$ cat config.mk
export PLATFORM = sky130hd
export DESIGN_NAME = additive_feedback_rng_core
export DESIGN_NICKNAME = d
export VERILOG_FILES = /design/src/sv/afr_pkg.sv /design/src/sv/afr_lag_mem.sv /design/src/sv/afr_lcg_unit.sv /design/src/sv/additive_feedback_rng_core.sv
export VERILOG_INCLUDE_DIRS = /design/src /design/src/sv
export SDC_FILE = /design/constraint.sdc
export NUM_CORES = 2
export LEC_CHECK = 0
export BUFFER_PORTS_ARGS = -buffer_cell sky130_fd_sc_hd__clkbuf_2
export CAP_MARGIN = 15
export CORE_MARGIN = 5
export CORE_UTILIZATION = 35
export DETAILED_ROUTE_END_ITERATION = 7
export SLEW_MARGIN = 40
export SYNTH_ARGS = -nofsm -noshare
export SYNTH_HDL_FRONTEND = slang
export SYNTH_SLANG_ARGS = --single-unit
export TNS_END_PERCENT = 100
$ cat constraint.sdc
create_clock -name clk -period 7.2 [get_ports clk]
set_input_delay 0.72 -clock clk [delete_from_list [all_inputs] [get_ports clk]]
set_output_delay 0.72 -clock clk [all_outputs]
set_load 0.01 [all_outputs]
$ cat src/sv/additive_feedback_rng_core_defines.svh
// Assertion macros shared by the additive feedback generator RTL.
// Expects clk and rst (synchronous, active high) in the including scope.
`ifndef ADDITIVE_FEEDBACK_RNG_CORE_DEFINES_SVH
`define ADDITIVE_FEEDBACK_RNG_CORE_DEFINES_SVH

// Same-cycle implication, checked out of reset
`define AFR_ASSERT_IMP(lbl, ante, cons, msg) \
  lbl: assert property (@(posedge clk) disable iff (rst) (ante) |-> (cons)) else $error(msg);

// Next-cycle implication, checked out of reset
`define AFR_ASSERT_NXT(lbl, ante, cons, msg) \
  lbl: assert property (@(posedge clk) disable iff (rst) (ante) |=> (cons)) else $error(msg);

`endif

$ cat src/sv/afr_pkg.sv
// Package for the additive feedback generator: widths, LCG constants and defaults.
// No dependencies.
`default_nettype none

package afr_pkg;

  // Table geometry defaults
  localparam int DEGREE_DEF     = 31;
  localparam int SEPARATION_DEF = 3;
  localparam int DISCARD_ROUNDS = 10;

  // Data widths
  localparam int WORD_W  = 32;
  localparam int VALUE_W = 31;
  localparam int MUL_W   = 15;
  localparam int PROD_W  = WORD_W + MUL_W;

  // Minimal-standard LCG: multiplier and modulus 2^31-1
  localparam logic [MUL_W-1:0]   LCG_MUL = 15'd16807;
  localparam logic [VALUE_W-1:0] LCG_MOD = 31'h7FFF_FFFF;

endpackage

`default_nettype wire

$ cat src/sv/afr_lag_mem.sv
// Lag table storage: one write port, two registered read ports.
// Depends on afr_pkg for the word width.
`default_nettype none

module afr_lag_mem #(
  parameter int DEPTH = afr_pkg::DEGREE_DEF,
  parameter int AW    = $clog2(afr_pkg::DEGREE_DEF)
) (
  input  wire logic                       clk,
  input  wire logic                       we,
  input  wire logic [AW-1:0]              waddr,
  input  wire logic [afr_pkg::WORD_W-1:0] wdata,
  input  wire logic [AW-1:0]              raddr_a,
  input  wire logic [AW-1:0]              raddr_b,
  output logic      [afr_pkg::WORD_W-1:0] rdata_a,
  output logic      [afr_pkg::WORD_W-1:0] rdata_b
);
  import afr_pkg::*;

  logic [WORD_W-1:0] mem [DEPTH];

  // Write port
  always_ff @(posedge clk) begin
    if (we) begin
      mem[waddr] <= wdata;
    end
  end

  // Registered read ports
  always_ff @(posedge clk) begin
    rdata_a <= mem[raddr_a];
    rdata_b <= mem[raddr_b];
  end

endmodule

`default_nettype wire

$ cat src/sv/afr_lcg_unit.sv
// LCG step unit: 16807 * x mod (2^31-1), multiply registered, then fold and reduce.
// Depends on afr_pkg for the LCG constants.
`default_nettype none

module afr_lcg_unit (
  input  wire logic                        clk,
  input  wire logic                        load,
  input  wire logic [afr_pkg::WORD_W-1:0]  operand,
  output logic      [afr_pkg::VALUE_W-1:0] residue
);
  import afr_pkg::*;

  logic [PROD_W-1:0] prod;
  logic [WORD_W-1:0] fold_sum;
  logic [WORD_W-1:0] fold_red;

  // Product register; operand is a non-negative residue class below 2^32
  always_ff @(posedge clk) begin
    if (load) begin
      prod <= PROD_W'(operand) * PROD_W'(LCG_MUL);
    end
  end

  // 2^31 = 1 mod m: fold the high part onto the low part, one subtract finishes
  always_comb begin
    fold_sum = WORD_W'(prod[PROD_W-1:VALUE_W]) + WORD_W'(prod[VALUE_W-1:0]);
    fold_red = fold_sum - WORD_W'(LCG_MOD);
    residue  = (fold_sum >= WORD_W'(LCG_MOD)) ? fold_red[VALUE_W-1:0]
                                               : fold_sum[VALUE_W-1:0];
  end

endmodule

`default_nettype wire

$ cat src/sv/additive_feedback_rng_core.sv
// Additive lagged-Fibonacci generator top level: sequencer, adder, lag table, LCG unit.
// Depends on afr_pkg, afr_lag_mem, afr_lcg_unit and the assertion macro header.
//
//  channel   signals                        handshake
//  request   operation, seed                taken when start is high and busy is low
//  result    random_value                   valid high for one cycle, no back-pressure
//
// A draw keeps busy high through a registered table read, then an add and write
// back; its result shows in the cycle after. A reseed keeps busy high through the
// write of entry 0, one LCG step per entry through the shared multiply-reduce
// unit, then 10*DEGREE discarded additions. A draw before any seed runs that
// reseed first. Reset returns the indices to their start values and clears the
// seeded flag; the table holds no reset.
`default_nettype none
`include "additive_feedback_rng_core_defines.svh"

module additive_feedback_rng_core #(
  parameter int DEGREE     = afr_pkg::DEGREE_DEF,
  parameter int SEPARATION = afr_pkg::SEPARATION_DEF
) (
  input  wire logic                        clk,
  input  wire logic                        rst,
  input  wire logic                        start,
  output logic                             busy,
  input  wire logic                        operation,
  input  wire logic [afr_pkg::WORD_W-1:0]  seed,
  output logic                             valid,
  output logic      [afr_pkg::VALUE_W-1:0] random_value
);
  import afr_pkg::*;

  localparam int IW       = $clog2(DEGREE);
  localparam int DISCARDS = DISCARD_ROUNDS * DEGREE;
  localparam int CW       = $clog2(DISCARDS);

  // Sequencer states
  localparam logic [2:0] ST_IDLE = 3'd0;
  localparam logic [2:0] ST_INIT = 3'd1;
  localparam logic [2:0] ST_MUL  = 3'd2;
  localparam logic [2:0] ST_RED  = 3'd3;
  localparam logic [2:0] ST_RD   = 3'd4;
  localparam logic [2:0] ST_ADD  = 3'd5;

  logic [2:0]         state;
  logic [IW-1:0]      front_idx;
  logic [IW-1:0]      rear_idx;
  logic [IW-1:0]      fill_idx;
  logic [CW-1:0]      discard_cnt;
  logic               seeded;
  logic               draw_pending;
  logic               discarding;
  logic [WORD_W-1:0]  seed_reg;
  logic [WORD_W-1:0]  lcg_word;

  logic               mem_we;
  logic [IW-1:0]      mem_waddr;
  logic [WORD_W-1:0]  mem_wdata;
  logic [WORD_W-1:0]  front_data;
  logic [WORD_W-1:0]  rear_data;
  logic [WORD_W-1:0]  sum;
  logic [VALUE_W-1:0] residue;
  logic               accept;

  logic [IW:0]        front_x;
  logic [IW:0]        rear_x;
  logic [IW:0]        sep_x;
  logic [IW:0]        deg_x;
  logic               gap_ok;

  assign busy   = (state != ST_IDLE);
  assign accept = start && !busy;
  assign sum    = front_data + rear_data;

  // Lag table
  afr_lag_mem #(
    .DEPTH (DEGREE),
    .AW    (IW)
  ) u_mem (
    .clk     (clk),
    .we      (mem_we),
    .waddr   (mem_waddr),
    .wdata   (mem_wdata),
    .raddr_a (front_idx),
    .raddr_b (rear_idx),
    .rdata_a (front_data),
    .rdata_b (rear_data)
  );

  // Shared LCG multiply-reduce unit
  afr_lcg_unit u_lcg (
    .clk     (clk),
    .load    (state == ST_MUL),
    .operand (lcg_word),
    .residue (residue)
  );

  // Table write source
  always_comb begin
    mem_we    = 1'b0;
    mem_waddr = front_idx;
    mem_wdata = sum;
    unique case (state)
      ST_INIT: begin
        mem_we    = 1'b1;
        mem_waddr = '0;
        mem_wdata = seed_reg;
      end
      ST_RED: begin
        mem_we    = 1'b1;
        mem_waddr = fill_idx;
        mem_wdata = WORD_W'(residue);
      end
      ST_ADD: begin
        mem_we = 1'b1;
      end
      default: begin
      end
    endcase
  end

  // Sequencer
  always_ff @(posedge clk) begin
    if (rst) begin
      state        <= ST_IDLE;
      front_idx    <= IW'(SEPARATION);
      rear_idx     <= '0;
      fill_idx     <= '0;
      discard_cnt  <= '0;
      seeded       <= 1'b0;
      draw_pending <= 1'b0;
      discarding   <= 1'b0;
      valid        <= 1'b0;
    end else begin
      valid <= 1'b0;
      unique case (state)
        ST_IDLE: begin
          if (accept) begin
            if (operation) begin
              seed_reg     <= (seed == '0) ? WORD_W'(1) : seed;
              draw_pending <= 1'b0;
              state        <= ST_INIT;
            end else if (seeded) begin
              draw_pending <= 1'b1;
              discarding   <= 1'b0;
              state        <= ST_RD;
            end else begin
              seed_reg     <= WORD_W'(1);
              draw_pending <= 1'b1;
              state        <= ST_INIT;
            end
          end
        end
        // entry 0 written; negative seed moved to its residue class (+2m)
        ST_INIT: begin
          seeded   <= 1'b1;
          lcg_word <= seed_reg[WORD_W-1] ? (seed_reg - WORD_W'(2)) : seed_reg;
          fill_idx <= IW'(1);
          state    <= ST_MUL;
        end
        ST_MUL: begin
          state <= ST_RED;
        end
        ST_RED: begin
          lcg_word <= WORD_W'(residue);
          if (fill_idx == IW'(DEGREE - 1)) begin
            front_idx   <= IW'(SEPARATION);
            rear_idx    <= '0;
            discard_cnt <= '0;
            discarding  <= 1'b1;
            state       <= ST_RD;
          end else begin
            fill_idx <= fill_idx + 1'b1;
            state    <= ST_MUL;
          end
        end
        ST_RD: begin
          state <= ST_ADD;
        end
        // sum written at the front; both indices step round the table
        ST_ADD: begin
          front_idx <= (front_idx == IW'(DEGREE - 1)) ? '0 : front_idx + 1'b1;
          rear_idx  <= (rear_idx == IW'(DEGREE - 1)) ? '0 : rear_idx + 1'b1;
          if (discarding) begin
            if (discard_cnt == CW'(DISCARDS - 1)) begin
              discarding <= 1'b0;
              state      <= draw_pending ? ST_RD : ST_IDLE;
            end else begin
              discard_cnt <= discard_cnt + 1'b1;
              state       <= ST_RD;
            end
          end else begin
            random_value <= sum[WORD_W-1:1];
            valid        <= 1'b1;
            draw_pending <= 1'b0;
            state        <= ST_IDLE;
          end
        end
        default: begin
          state <= ST_IDLE;
        end
      endcase
    end
  end

  // Front leads rear by the separation, round the table
  assign front_x = (IW+1)'(front_idx);
  assign rear_x  = (IW+1)'(rear_idx);
  assign sep_x   = (IW+1)'(SEPARATION);
  assign deg_x   = (IW+1)'(DEGREE);
  assign gap_ok  = ((front_x == rear_x + sep_x) || (front_x + deg_x == rear_x + sep_x))
                   && (rear_x < deg_x) && (front_x < deg_x);

  `AFR_ASSERT_NXT(a_strobe_single, valid, !valid, "result strobe held over a cycle")
  `AFR_ASSERT_IMP(a_strobe_idle, valid, !busy && !discarding, "result while still working")
  `AFR_ASSERT_NXT(a_accept_busy, accept, busy, "request taken but block not busy")
  `AFR_ASSERT_IMP(a_lag_gap, 1'b1, gap_ok, "front and rear indices out of step")

endmodule

`default_nettype wire

==> metrics.csv <==
metric,value,unit
synth_top_family_by_area,multiplexers,
fin_crit_sh,93.09,%
grtUsageTotal,18.94,%
yosysMostFrequentCell,edfxtp_1,
gp_congestion,0.8979,
fillers,17010,
status,finished clean,
whs,0.2442,ns
yosys_warnings,0,
yosysTopAreaCell,edfxtp_1,
synth_cells,4160,
tightest_slew,0.9210,ns
cts_buffers,135,
clk_pin_slew,0.06,ns
reg.largest.list,"u_mem.mem: 992 flops, u_lcg.prod: 47 flops",
antenna_found_initial,6,
relSlewSlack,38.16,%
cts-hold-fix-buffers,0,
startpoint_type,flop,
htreeDepth,4,
worstSetupPathType,reg -> reg,
grt_pass1_wl,275100,um
start_util,35.13,%
cts-root-buf,clkbuf_16,
die_w,443.7,um
core-area,0.1874,mm^2
syn_area,0.06584,mm^2
clock_latency,0.79,ns
grt_remaining_overflow,0,
dp_hpwl,120000,um
synthMuxAreaShare,21.78,%
die_y,443.7,um
hold_path_class,in -> reg,
slew_violations,0,
num-nets-final,4681,
end_kind,flop,
yosys.area_share.simple,5.074,%
cp_data_required_time,7.73,ns
synth_cell_types,85,
ys_seq_elements,1229,
synth_edf_count,1134,
die_area,0.1969,mm^2
critical_path.max_fanout,6,
finalSetupViolCount,0,
finalClockSkew,0.03500,ns
cts.path.max_buffers,3,
grt_pass1_vias,39500,
avgRoutedWirePerCell,27.39,um
port_buffers,68,
vias,38930,
ys_top_cells_by_count,"edfxtp_1 (1134), mux4_2 (571), inv_1 (319)",
ant_nets,0,
ir_drop,0.0002448,V
cap_violations,0,
drive_gt1_share,25.90,%
syn_to_final_growth,13.44,%
grt_max_degree,140,
clock_sinks,1229,
cts_tree,done,
register_area,0.03599,mm^2
largest_reg_flops,992,
synth-seq-area-share,54.61,%
num_rows,159,
finalHoldViolations,0,
worstPathArrival,7.24,ns
avgSynthCellArea,15.83,um^2
routed_wl,188100,um
tns,0,ns
boundaryPins,69,
multi_input_area,0.02835,mm^2
yosys-top-cells-area,"edfxtp_1 (52%), mux4_2 (20%), ha_1 (4.7%)",
leakage,25.62,nW
async_flop_share,0,%
min_period,6.702,ns
synth_xor_area_share,1.690,%
powerDensity,283.6,mW/mm^2
synth_compound_area_share,4.738,%
viasPerCell,5.670,
yosys_most_used_dff,edfxtp_1,
top_register,u_mem.mem,
drt_iter0_markers,4087,
syn_nets,4585,
synth_top_area_share,51.72,%
remaining_drc_errors,0,
rsz0062_at_grt,no,
fmax,149.2,MHz
synth_fa_ha_area_share,8.989,%
finalPower,21.18,mW
dr.pass1.iters,5,
metrics by stage:
| step | instance area, um^2 | setup slack [ns] | cells | utilization [%] |
|---|---|---|---|---|
| final | 74680 | 0.4975 | 6866 | 39.85 |
| after global routing | 74680 | 0.07950 | 6863 | 39.85 |
| after CTS | 74610 | 0.3175 | 6860 | 39.81 |
| after detailed placement | 70190 | 0.3649 | 6612 | 37.46 |
| after global placement | 69570 | 0.3693 | 6591 | 37.13 |
| after floorplan | 65840 | 0.9123 | 4160 | - |
path summary, 6_finish.rpt:
path | slack, ns | cells after the start | start | endpoint
worst max register to register | 0.50 | 24 | lcg_word[13] | u_lcg.prod[46]
worst min register to register | 0.51 | 2 | draw_pending | draw_pending
worst max-delay path | 0.50 | 24 | lcg_word[13] | u_lcg.prod[46]
worst min-delay path | 0.24 | 2 | seed[0] | seed_reg[0]
logic make-up after synthesis:
kind of cell	after synthesis
DFF	1229
muxes	711
and+or+nand+nor	662
buffers and inverters	540
AOI/OAI and AO/OA	502
adders and majority gates	389
xor gates and xnor gates	127
worst max-delay path, stage by stage (launching register included):
cell      delay [ns]
edfxtp_1        0.44
inv_1           0.16
fa_1            0.55
inv_1           0.04
ha_1            0.28
fa_1            0.51
inv_1           0.06
fa_1            0.53
inv_1           0.05
fa_1            0.49
inv_1           0.05
fa_1            0.48
inv_1           0.04
ha_1            0.34
a21oi_1         0.15
nor2_1          0.05
a221oi_1        0.28
o21ai_0         0.15
a21oi_1         0.30
o221ai_1        0.21
a221oi_2        0.33
o22ai_1         0.22
a221o_1         0.36
a21o_1          0.20
and2_1          0.15
layout make-up:
type	count	area share, %
Multi-Input combinational cell	2391	37.96
Tap cell	2495	4.180
Inverter	319	1.603
Sequential cell	1229	48.19
Timing Repair Buffer	180	2.143
Clock buffer	184	4.974
Antenna cell	4	0.01340
Clock inverter	64	0.9348
placed cells by master (no fill, tap or decap), types with 75 or more instances in the layout:
master / instances
clkbuf_16: 137
mux2i_1: 76
inv_1: 319
edfxtp_1: 1134
mux4_2: 571
dfxtp_1: 84
nor2_1: 128
a21oi_1: 128
xnor2_1: 75
fa_1: 140
ha_1: 249
o21ai_0: 143
nand2_1: 172
power breakdown:
group	internal (mW)	switching [mW]	leakage [nW]
Clock	3.99	2.94	2.15
Combinational	2.14	3.49	12.4
Sequential	8.44	0.184	11.0
routing by layer:
layer	routed length [um]	share of wire [%]	up-vias	GRT usage, %
met5	0	0	-	0
li1	-	-	16590	-
met2	93140	50	1529	31.84
met3	12640	6.7	328	3.004
met1	74310	40	20480	24.70
met4	8007	4.3	0	7.432
timing repair:
action,CTS,global route
gates resized for setup,0,1
buffers inserted,0,0
setup endpoints to repair,0,2
(Power assumes the default switching activity.)
